<file path="src/tab_pkg.sv">
// shared types and constants for the texture alpha blit
// no dependencies
`default_nettype none

package tab_pkg;

  // default frame buffer address width
  localparam int unsigned ADDR_BITS_DEF = 24;
  // output address field width
  localparam int unsigned FB_ADDR_W = 24;
  // queue depth between front and back
  localparam int unsigned QDEPTH = 2;
  // largest texture side
  localparam logic [12:0] TEX_MAX = 13'd4096;

  // configuration register indexes
  localparam logic [2:0] CFG_FB_WIDTH = 3'd0;
  localparam logic [2:0] CFG_TEX_X    = 3'd1;
  localparam logic [2:0] CFG_TEX_Y    = 3'd2;
  localparam logic [2:0] CFG_TEX_W    = 3'd3;
  localparam logic [2:0] CFG_TEX_H    = 3'd4;

  // reset values
  localparam logic [12:0] FB_WIDTH_RST = 13'd1024;

  localparam logic [7:0] ALPHA_FULL = 8'hFF;

  // pixel class decided by the front
  typedef enum logic [1:0] {
    PIX_SKIP,
    PIX_COPY,
    PIX_BLEND
  } pix_kind_e;

  typedef struct packed {
    logic [12:0] fb_width;
    logic [11:0] tex_x;
    logic [11:0] tex_y;
    logic [12:0] tex_w;
    logic [12:0] tex_h;
  } cfg_t;

  typedef struct packed {
    logic [31:0] src;
    logic [31:0] dst;
    pix_kind_e   kind;
    logic        last;
    logic [12:0] line;
    logic [12:0] colx;
  } blit_entry_t;

endpackage

`default_nettype wire

</file>
<file path="src/tab_front.sv">
// front end: walks the rectangle, classifies each pixel, forms address operands
// depends on tab_pkg
`default_nettype none

module tab_front (
  input  wire logic                clk_i,
  input  wire logic                rst_ni,
  input  wire tab_pkg::cfg_t       cfg_i,
  input  wire logic                push_i,
  input  wire logic [31:0]         src_pixel_i,
  input  wire logic [31:0]         dst_pixel_i,
  output tab_pkg::blit_entry_t     entry_o
);

  logic [11:0] column_q, column_d;
  logic [11:0] row_q, row_d;
  logic [12:0] w_eff, h_eff;
  logic [11:0] w_last, h_last;
  logic        end_col, end_row;
  logic [7:0]  alpha;

  // clamp texture size to 1..4096
  always_comb begin
    if (cfg_i.tex_w == 13'd0) begin
      w_eff = 13'd1;
    end else if (cfg_i.tex_w > tab_pkg::TEX_MAX) begin
      w_eff = tab_pkg::TEX_MAX;
    end else begin
      w_eff = cfg_i.tex_w;
    end
    if (cfg_i.tex_h == 13'd0) begin
      h_eff = 13'd1;
    end else if (cfg_i.tex_h > tab_pkg::TEX_MAX) begin
      h_eff = tab_pkg::TEX_MAX;
    end else begin
      h_eff = cfg_i.tex_h;
    end
  end

  assign w_last  = 12'(w_eff - 13'd1);
  assign h_last  = 12'(h_eff - 13'd1);
  assign end_col = column_q >= w_last;
  assign end_row = row_q >= h_last;

  // next counter position
  always_comb begin
    column_d = column_q;
    row_d    = row_q;
    if (push_i) begin
      if (end_col) begin
        column_d = 12'd0;
        row_d    = end_row ? 12'd0 : row_q + 12'd1;
      end else begin
        column_d = column_q + 12'd1;
      end
    end
  end

  always_ff @(posedge clk_i or negedge rst_ni) begin
    if (!rst_ni) begin
      column_q <= 12'd0;
      row_q    <= 12'd0;
    end else begin
      column_q <= column_d;
      row_q    <= row_d;
    end
  end

  // classification and operands
  assign alpha = src_pixel_i[31:24];

  always_comb begin
    entry_o.src  = src_pixel_i;
    entry_o.dst  = dst_pixel_i;
    entry_o.last = end_col && end_row;
    entry_o.line = {1'b0, cfg_i.tex_y} + {1'b0, row_q};
    entry_o.colx = {1'b0, cfg_i.tex_x} + {1'b0, column_q};
    if (alpha == 8'd0) begin
      entry_o.kind = tab_pkg::PIX_SKIP;
    end else if (alpha == tab_pkg::ALPHA_FULL) begin
      entry_o.kind = tab_pkg::PIX_COPY;
    end else begin
      entry_o.kind = tab_pkg::PIX_BLEND;
    end
  end

endmodule

`default_nettype wire

</file>
<file path="src/tab_queue.sv">
// short queue between front and back
// depends on tab_pkg
`default_nettype none

module tab_queue (
  input  wire logic                clk_i,
  input  wire logic                rst_ni,
  input  wire logic                push_i,
  input  wire tab_pkg::blit_entry_t wr_entry_i,
  input  wire logic                pop_i,
  output tab_pkg::blit_entry_t     rd_entry_o,
  output logic                     full_o,
  output logic                     not_empty_o
);

  localparam int unsigned PtrW = (tab_pkg::QDEPTH > 1) ? $clog2(tab_pkg::QDEPTH) : 1;
  localparam int unsigned CntW = $clog2(tab_pkg::QDEPTH + 1);

  tab_pkg::blit_entry_t mem_q [tab_pkg::QDEPTH];
  logic [PtrW-1:0] wr_ptr_q, rd_ptr_q;
  logic [CntW-1:0] count_q;

  assign full_o      = count_q == CntW'(tab_pkg::QDEPTH);
  assign not_empty_o = count_q != '0;
  assign rd_entry_o  = mem_q[rd_ptr_q];

  // storage
  always_ff @(posedge clk_i) begin
    if (push_i) begin
      mem_q[wr_ptr_q] <= wr_entry_i;
    end
  end

  // pointers and fill count
  always_ff @(posedge clk_i or negedge rst_ni) begin
    if (!rst_ni) begin
      wr_ptr_q <= '0;
      rd_ptr_q <= '0;
      count_q  <= '0;
    end else begin
      if (push_i) begin
        wr_ptr_q <= (wr_ptr_q == PtrW'(tab_pkg::QDEPTH - 1)) ? '0 : wr_ptr_q + PtrW'(1);
      end
      if (pop_i) begin
        rd_ptr_q <= (rd_ptr_q == PtrW'(tab_pkg::QDEPTH - 1)) ? '0 : rd_ptr_q + PtrW'(1);
      end
      if (push_i && !pop_i) begin
        count_q <= count_q + CntW'(1);
      end else if (pop_i && !push_i) begin
        count_q <= count_q - CntW'(1);
      end
    end
  end

endmodule

`default_nettype wire

</file>
<file path="src/tab_back.sv">
// back end: blend arithmetic, address multiply-add, output register
// depends on tab_pkg
`default_nettype none

module tab_back #(
  parameter int unsigned ADDR_BITS = tab_pkg::ADDR_BITS_DEF
) (
  input  wire logic                 clk_i,
  input  wire logic                 rst_ni,
  input  wire logic [12:0]          fb_width_i,
  input  wire logic                 head_valid_i,
  input  wire tab_pkg::blit_entry_t head_i,
  output logic                      pop_o,
  output logic                      out_valid_o,
  input  wire logic                 out_stall_i,
  output logic [tab_pkg::FB_ADDR_W-1:0] fb_address_o,
  output logic                      write_enable_o,
  output logic [31:0]               color_o,
  output logic                      last_o
);

  logic        adv;
  logic        a_valid_q;
  logic [25:0] a_prod_q;
  logic [12:0] a_colx_q;
  logic [15:0] a_sum_q [3];
  logic [31:0] a_src_q;
  tab_pkg::pix_kind_e a_kind_q;
  logic        a_last_q;

  logic [7:0]  alpha, alpha_inv;
  logic [15:0] sum_d [3];
  logic [7:0]  quot [3];
  logic [26:0] addr_full;
  logic [tab_pkg::FB_ADDR_W-1:0] addr_mask;
  logic [31:0] color_d;

  // pipeline moves when the output slot is free or being taken
  assign adv   = !out_valid_o || !out_stall_i;
  assign pop_o = adv && head_valid_i;

  // channel products: s*a + d*(255-a)
  assign alpha     = head_i.src[31:24];
  assign alpha_inv = tab_pkg::ALPHA_FULL - alpha;

  always_comb begin
    for (int c = 0; c < 3; c++) begin
      sum_d[c] = {8'd0, head_i.src[8*c +: 8]} * {8'd0, alpha}
               + {8'd0, head_i.dst[8*c +: 8]} * {8'd0, alpha_inv};
    end
  end

  always_ff @(posedge clk_i) begin
    if (adv) begin
      a_prod_q <= {13'd0, head_i.line} * {13'd0, fb_width_i};
      a_colx_q <= head_i.colx;
      a_src_q  <= head_i.src;
      a_kind_q <= head_i.kind;
      a_last_q <= head_i.last;
      for (int c = 0; c < 3; c++) begin
        a_sum_q[c] <= sum_d[c];
      end
    end
  end

  // divide by 255: (x + 1 + (x >> 8)) >> 8, exact for sums up to 255*255
  always_comb begin
    logic [16:0] t;
    for (int c = 0; c < 3; c++) begin
      t = {1'b0, a_sum_q[c]} + 17'd1 + {9'd0, a_sum_q[c][15:8]};
      quot[c] = t[15:8];
    end
  end

  // address add and wrap to ADDR_BITS
  assign addr_full = {1'b0, a_prod_q} + {14'd0, a_colx_q};

  always_comb begin
    for (int i = 0; i < int'(tab_pkg::FB_ADDR_W); i++) begin
      addr_mask[i] = (i < int'(ADDR_BITS)) ? addr_full[i] : 1'b0;
    end
  end

  // colour select by pixel class
  always_comb begin
    case (a_kind_q)
      tab_pkg::PIX_SKIP:  color_d = 32'd0;
      tab_pkg::PIX_COPY:  color_d = a_src_q;
      tab_pkg::PIX_BLEND: color_d = {tab_pkg::ALPHA_FULL, quot[2], quot[1], quot[0]};
      default:            color_d = 32'd0;
    endcase
  end

  always_ff @(posedge clk_i) begin
    if (adv) begin
      fb_address_o   <= addr_mask;
      write_enable_o <= a_kind_q != tab_pkg::PIX_SKIP;
      color_o        <= color_d;
      last_o         <= a_last_q;
    end
  end

  // stage valid flags
  always_ff @(posedge clk_i or negedge rst_ni) begin
    if (!rst_ni) begin
      a_valid_q   <= 1'b0;
      out_valid_o <= 1'b0;
    end else if (adv) begin
      a_valid_q   <= head_valid_i;
      out_valid_o <= a_valid_q;
    end
  end

endmodule

`default_nettype wire

</file>
<file path="src/texture_alpha_blit.sv">
// Texture alpha blit: composites a texture rectangle into a frame buffer,
// source over destination, one ARGB8888 pixel per transfer in raster order.
// One pixel is taken every clock cycle in steady state; a pixel's write
// request passes the queue, the blend multiply stage and the output
// register; a stalled output holds the block only once the two-entry queue
// fills. The user must write configuration through cfg_we_i/cfg_index_i/
// cfg_data_i while no pixel is in flight; the block does not enforce it.
// depends on tab_pkg, tab_front, tab_queue, tab_back
`default_nettype none

module texture_alpha_blit #(
  parameter int unsigned ADDR_BITS = tab_pkg::ADDR_BITS_DEF
) (
  input  wire logic        clk_i,
  input  wire logic        rst_ni,
  input  wire logic        cfg_we_i,
  input  wire logic [2:0]  cfg_index_i,
  input  wire logic [12:0] cfg_data_i,
  input  wire logic        in_valid_i,
  output logic             in_stall_o,
  input  wire logic [31:0] src_pixel_i,
  input  wire logic [31:0] dst_pixel_i,
  output logic             out_valid_o,
  input  wire logic        out_stall_i,
  output logic [tab_pkg::FB_ADDR_W-1:0] fb_address_o,
  output logic             write_enable_o,
  output logic [31:0]      color_o,
  output logic             last_o
);

  tab_pkg::cfg_t        cfg_q;
  tab_pkg::blit_entry_t wr_entry, rd_entry;
  logic push, pop, q_full, q_not_empty;

  // configuration registers
  always_ff @(posedge clk_i or negedge rst_ni) begin
    if (!rst_ni) begin
      cfg_q.fb_width <= tab_pkg::FB_WIDTH_RST;
      cfg_q.tex_x    <= 12'd0;
      cfg_q.tex_y    <= 12'd0;
      cfg_q.tex_w    <= 13'd1;
      cfg_q.tex_h    <= 13'd1;
    end else if (cfg_we_i) begin
      case (cfg_index_i)
        tab_pkg::CFG_FB_WIDTH: cfg_q.fb_width <= cfg_data_i;
        tab_pkg::CFG_TEX_X:    cfg_q.tex_x    <= cfg_data_i[11:0];
        tab_pkg::CFG_TEX_Y:    cfg_q.tex_y    <= cfg_data_i[11:0];
        tab_pkg::CFG_TEX_W:    cfg_q.tex_w    <= cfg_data_i;
        tab_pkg::CFG_TEX_H:    cfg_q.tex_h    <= cfg_data_i;
        default: ;
      endcase
    end
  end

  // input transfer
  assign in_stall_o = q_full;
  assign push       = in_valid_i && !q_full;

  tab_front u_front (
    .clk_i       (clk_i),
    .rst_ni      (rst_ni),
    .cfg_i       (cfg_q),
    .push_i      (push),
    .src_pixel_i (src_pixel_i),
    .dst_pixel_i (dst_pixel_i),
    .entry_o     (wr_entry)
  );

  tab_queue u_queue (
    .clk_i       (clk_i),
    .rst_ni      (rst_ni),
    .push_i      (push),
    .wr_entry_i  (wr_entry),
    .pop_i       (pop),
    .rd_entry_o  (rd_entry),
    .full_o      (q_full),
    .not_empty_o (q_not_empty)
  );

  tab_back #(
    .ADDR_BITS (ADDR_BITS)
  ) u_back (
    .clk_i          (clk_i),
    .rst_ni         (rst_ni),
    .fb_width_i     (cfg_q.fb_width),
    .head_valid_i   (q_not_empty),
    .head_i         (rd_entry),
    .pop_o          (pop),
    .out_valid_o    (out_valid_o),
    .out_stall_i    (out_stall_i),
    .fb_address_o   (fb_address_o),
    .write_enable_o (write_enable_o),
    .color_o        (color_o),
    .last_o         (last_o)
  );

endmodule

`default_nettype wire

</file>
<file path="config.mk">
export PLATFORM = sky130hd
export DESIGN_NAME = texture_alpha_blit
export DESIGN_NICKNAME = d
export VERILOG_FILES = /design/src/tab_pkg.sv /design/src/tab_front.sv /design/src/tab_queue.sv /design/src/tab_back.sv /design/src/texture_alpha_blit.sv
export SDC_FILE = /design/constraint.sdc
export NUM_CORES = 2
export LEC_CHECK = 0
export ABC_AREA = 1
export BUFFER_PORTS_ARGS = -buffer_cell sky130_fd_sc_hd__buf_2
export CAP_MARGIN = 20
export CORE_ASPECT_RATIO = 1.1
export CORE_MARGIN = 5
export CORE_UTILIZATION = 50
export DETAILED_ROUTE_END_ITERATION = 10
export HOLD_SLACK_MARGIN = 0.03
export PLACE_DENSITY = 0.72
export SETUP_SLACK_MARGIN = 0.2
export SLEW_MARGIN = 20
export SYNTH_ARGS = -nofsm -noshare
export SYNTH_HDL_FRONTEND = slang
export SYNTH_HIERARCHICAL = 1
export SYNTH_SLANG_ARGS = --single-unit
</file>
<file path="constraint.sdc">
create_clock -name clk_i -period 5.9 [get_ports clk_i]
set_clock_uncertainty 0.1 [all_clocks]
set_input_delay 1.18 -clock clk_i [delete_from_list [all_inputs] [get_ports clk_i]]
set_output_delay 1.18 -clock clk_i [all_outputs]
set_load 0.005 [all_outputs]
</file>
---- After elaboration in Yosys (flattened, before gate mapping) ----
Memories as Yosys holds them, arrays and structs flattened.
Cells that the tools add are included.
operators by class
  reductions and logical operators ........ 24
  add/subtract/negate cells ............... 21
  $mul .................................... 7
  mux-type cells .......................... 17
  order comparisons ....................... 4
  equal/unequal tests ..................... 8
operators with widths
  kind                                                  number
  multiplier 8 x 8 -> 16 bit                            6
  two-way mux 12 bit                                    6
  one-hot mux 32 bit (2 select lines)                   1
  adder 16 x 1 -> 16 bit (second input constant)        3
  adder 16 bit                                          3
  adder 16 x 8 -> 16 bit                                3
  adder 12 x 12 -> 13 bit                               2
  > comparator 13 bit (second input constant)           2
  logical NOT 13 bit                                    2
  adder 12 x 1 -> 12 bit (second input constant)        2
  adder 24 x 13 -> 24 bit                               1
  >= comparator 12 bit                                  2
  multiplier 13 x 13 -> 24 bit                          1
  subtractor 12 x 1 -> 12 bit (second input constant)   2
  AND reduction 2 bit                                   6
  equality test 8 bit (second input constant)           1
  logical NOT 8 bit                                     1
  two-way mux 2 bit                                     4
  subtractor 8 bit (first input constant)               1
  equality test 3 x 2 -> 1 bit (second input constant)  2
  two-way mux 1 bit                                     6
  nonzero test 2 bit                                    3
  logical AND 1 bit                                     5
  logical NOT 1 bit                                     5
  9 further kinds                                       11
word-level totals
  output and inout port bits .............. 60
  flip-flop bits (word level) ............. 223
  word-level logic and storage cells ...... 104
  bits in writable memories ............... 234
  memories kept ........................... 2
  bits of input ports ..................... 85
memories
  name            words  bits a word  read ports  clocked after memory_dff  wr ports  line             source
  u_queue.mem_q   2      93           1           0                         1         tab_queue.sv:19  tab_pkg::blit_entry_t mem_q [tab_pkg::QDEPTH];
  u_back.a_sum_q  3      16           3           0                         3         tab_back.sv:26   logic [15:0] a_sum_q [3];

---- Longest topological paths before layout ----
  depth in word-level cells ............... 7
  depth in mapped cells ................... 26
  mapped depth without buffers ............ 24

---- By module ----
The synthesis kept the hierarchy.
by module, submodules not included
  module              cells each  area each (sq um)  times used
  tab_back            3322        27353.7            1
  tab_queue           314         6929.1             1
  tab_front           634         4157.7             1
  texture_alpha_blit  288         2568.7             1

---- Worst setup path after synthesis ----
No wires, ideal clock.
  kind .................................... input to register
  start point ............................. in in_valid_i
  end point ............................... mem u_queue/mem_q[0][0] in the netlist's numbering (enable)
  data arrival time ....................... 5.611 ns
  stages .................................. 4
  required time ........................... 5.255 ns
  path slack .............................. -0.356 ns
  setup time .............................. 0.545 ns
  path buffers ............................ 0
  path through ............................ inv_1 nor2_1 inv_1 nor2_1
between the ends
  cells in the longest elaborated chain, start to end .. 3
ends and longest elaborated chain
  item                                     line                      source
  from (decl)                              texture_alpha_blit.sv:19  input wire logic in_valid_i,
  logical AND 1 bit                        texture_alpha_blit.sv:57  assign push = in_valid_i && !q_full;
  named net push                           texture_alpha_blit.sv:33  logic push, pop, q_full, q_not_empty;
  two-way mux 1 bit                        tab_queue.sv:29           if (push_i) begin
  two-way mux 1 bit (implied by the code)  tab_queue.sv:30           mem_q[wr_ptr_q] <= wr_entry_i;
  to (decl)                                tab_queue.sv:19
The timed path passes the listed nets, and every way through them passes these cells.

==> results_dict.tcl <==
set metrics [dict create \
    status "finished, violations left" \
    violations "negative setup slack" \
    core_area_um2 80200 \
    final.min_clock_period_ns 6.05 \
    fin_ws_ns -0.149 \
    ctsHoldBuffers 0 \
    drtIter0Drc 1942 \
    numCtsBuffers 48 \
    die_w_um 281 \
    htreeDepth 2 \
    postLayoutCellArea_um2 46400 \
    io_buffers 136 \
    num-fill-cells 6878 \
    setup_tns_ns -0.799 \
    cp-start-kind "register" \
    dieArea_um2 86500 \
    clk_pin_slew_worst_paths_ns 0.06 \
    tightest_slew_ns 0.932 \
    io_pins 145 \
    grt_setup_unrepaired "true" \
    clock_sinks 441 \
    grt_usage 0.223 \
    maxSlewHeadroom 0.379 \
    grt_max_degree 96 \
    clk_latency_ns 0.60 \
    areaGrowthSynthToFinish_pct 15.0 \
    grt_overflow 0 \
    slowest_stage "fa_2" \
    grt_pass1_vias 30700 \
    vias 30300 \
    ant_nets 0 \
    fmax_mhz 165 \
    wl_per_cell_um 16.6 \
    detail_route.vias_per_cell 5.13 \
    path_cells "buf_12 -> buf_8 -> mux2_4 -> buf_12 -> buf_8 -> nand2_2 -> inv_2 -> fa_1 -> inv_2 -> fa_2 -> inv_2 -> fa_1 -> fa_2 -> fa_1 -> inv_1 -> fa_1 -> inv_2 -> ha_4 -> nand2_2 -> or2_1 -> nand3_2 -> nand2_2 -> o211ai_1 -> nand2_1" \
    syn_avg_cell_area_um2 8.92 \
    finalWirelength_um 97600 \
    cp.arrival_ns 6.29 \
    fin_crit_sh 1.03 \
    drc 0 \
    slew_violations 0 \
    place_hpwl_um 74700 \
    rows 109 \
    cts_tree "yes" \
    drive_gt1_frac 0.171 \
    firstDrtPassIters 6 \
    initial_utilization 0.504 \
    gp_congestion 0.906 \
    root_buffer "clkbuf_16" \
    fin_util 0.579 \
    hold_path_class "register to register" \
    crit_fanout 7 \
    ys_warn_count 6 \
    setup_viol 10 \
    synth.cell_area_um2 40400 \
    hold_viol 0 \
    die_h_um 308 \
    fin_nets 5637 \
    slowest_delay_ns 0.56 \
    cts.path.max_buffers 3 \
    antenna_found_initial 6 \
    worstPathRequired_ns 6.14 \
    grt_pass1_wl_um 156000 \
    placed_area_um2 43400 \
    place_ws_ns -0.194 \
    syn_inst 4526 \
    max_cap_viol_count 0 \
    crit_path_end_kind "register" \
    crit_type "register to register" \
]
layer usage:
metal,wire length [µm],GRT usage
met1,38700,0.277
met2,49500,0.396
met3,5140,0.0301
met4,4320,0.0846
met5,12,0
placed cells by master, fill, tap and decap left out, drive strengths merged, types with 10 or more instances in the layout:
cell,instances
mux2,89
nand3,182
fa,411
ha,338
nor3,21
edfxtp,348
a21o,10
clkbuf,61
a21oi,156
xnor2,35
clkinv,19
nand4,27
buf,403
inv,1030
o21ai,54
xor2,78
nand2,1113
dfrtp,90
nand3b,10
nor2,298
registers in the layout, summed over array words and instances (netlist names), 2 cells and up:
name	cells
u_front/column_q	12
u_back/a_src_q	32
u_front/row_q	12
u_queue/mem_q	170
u_queue/count_q	2
u_back/fb_address_o	24
u_back/color_o	32
cfg_q	63
u_back/a_colx_q	13
u_back/a_prod_q	24
u_back/a_kind_q	2
u_back/a_sum_q	48
worst max-delay path: cells and delay by family, from the launching register on:
kind / cells / cell delay [ns]
AO/OA/AOI/OAI: 1 / 0.16
adder cells (fa/ha/maj): 7 / 3.23
buffers and inverters: 9 / 0.78
flip-flops: 1 / 0.50
multiplexers: 1 / 0.38
AND/OR/NAND/NOR: 6 / 0.61
metrics by stage:
step,hold slack [ns],cells
floorplan,0.300,4528
CTS,0.327,5872
finish,0.324,5897
detailed placement,0.309,5770
global placement,0.304,5770
global route,0.331,5894
final cells by class:
cell class,instances,area (µm²),area share
well taps,1054,1320,0.0284
clock inverters,27,234,0.00504
multi-input cells,2879,23800,0.513
diodes,4,10.0,0.000216
repair buffers,406,3110,0.0669
inverters,1027,3860,0.0831
flip-flops and latches,441,12800,0.275
clock buffers,59,1320,0.0284
path summary, 6_finish.rpt:
check | from | endpoint | slack (ns) | cells after the start
max | u_queue/rd_ptr_q$_DFFE_PN0P_ | u_back/a_sum_q[0][30]$_DFFE_PN_ | -0.15 | 24
min | u_back/a_last_q$_DFFE_PN_ | u_back/last_o$_DFFE_PN_ | 0.32 | 0
max reg2reg | u_queue/rd_ptr_q$_DFFE_PN0P_ | u_back/a_sum_q[0][30]$_DFFE_PN_ | -0.15 | 24
min reg2reg | u_back/a_last_q$_DFFE_PN_ | u_back/last_o$_DFFE_PN_ | 0.32 | 0
max in group asynchronous | rst_ni | u_queue/rd_ptr_q$_DFFE_PN0P_ | 4.18 | 2
min in group asynchronous | rst_ni | u_front/row_q[4]$_DFFE_PN0P_ | 0.60 | 1
repair_timing:
item                                    4_1_cts  5_1_grt
cloned                                        4        3
gates resized for setup                      83      187
pin swaps                                    24       61
endpoints found under the setup margin       44       44
buffers inserted                             12       18
Power is not shown: default switching activity piles up to over one toggle a cycle in this logic, so the estimate is an artifact.
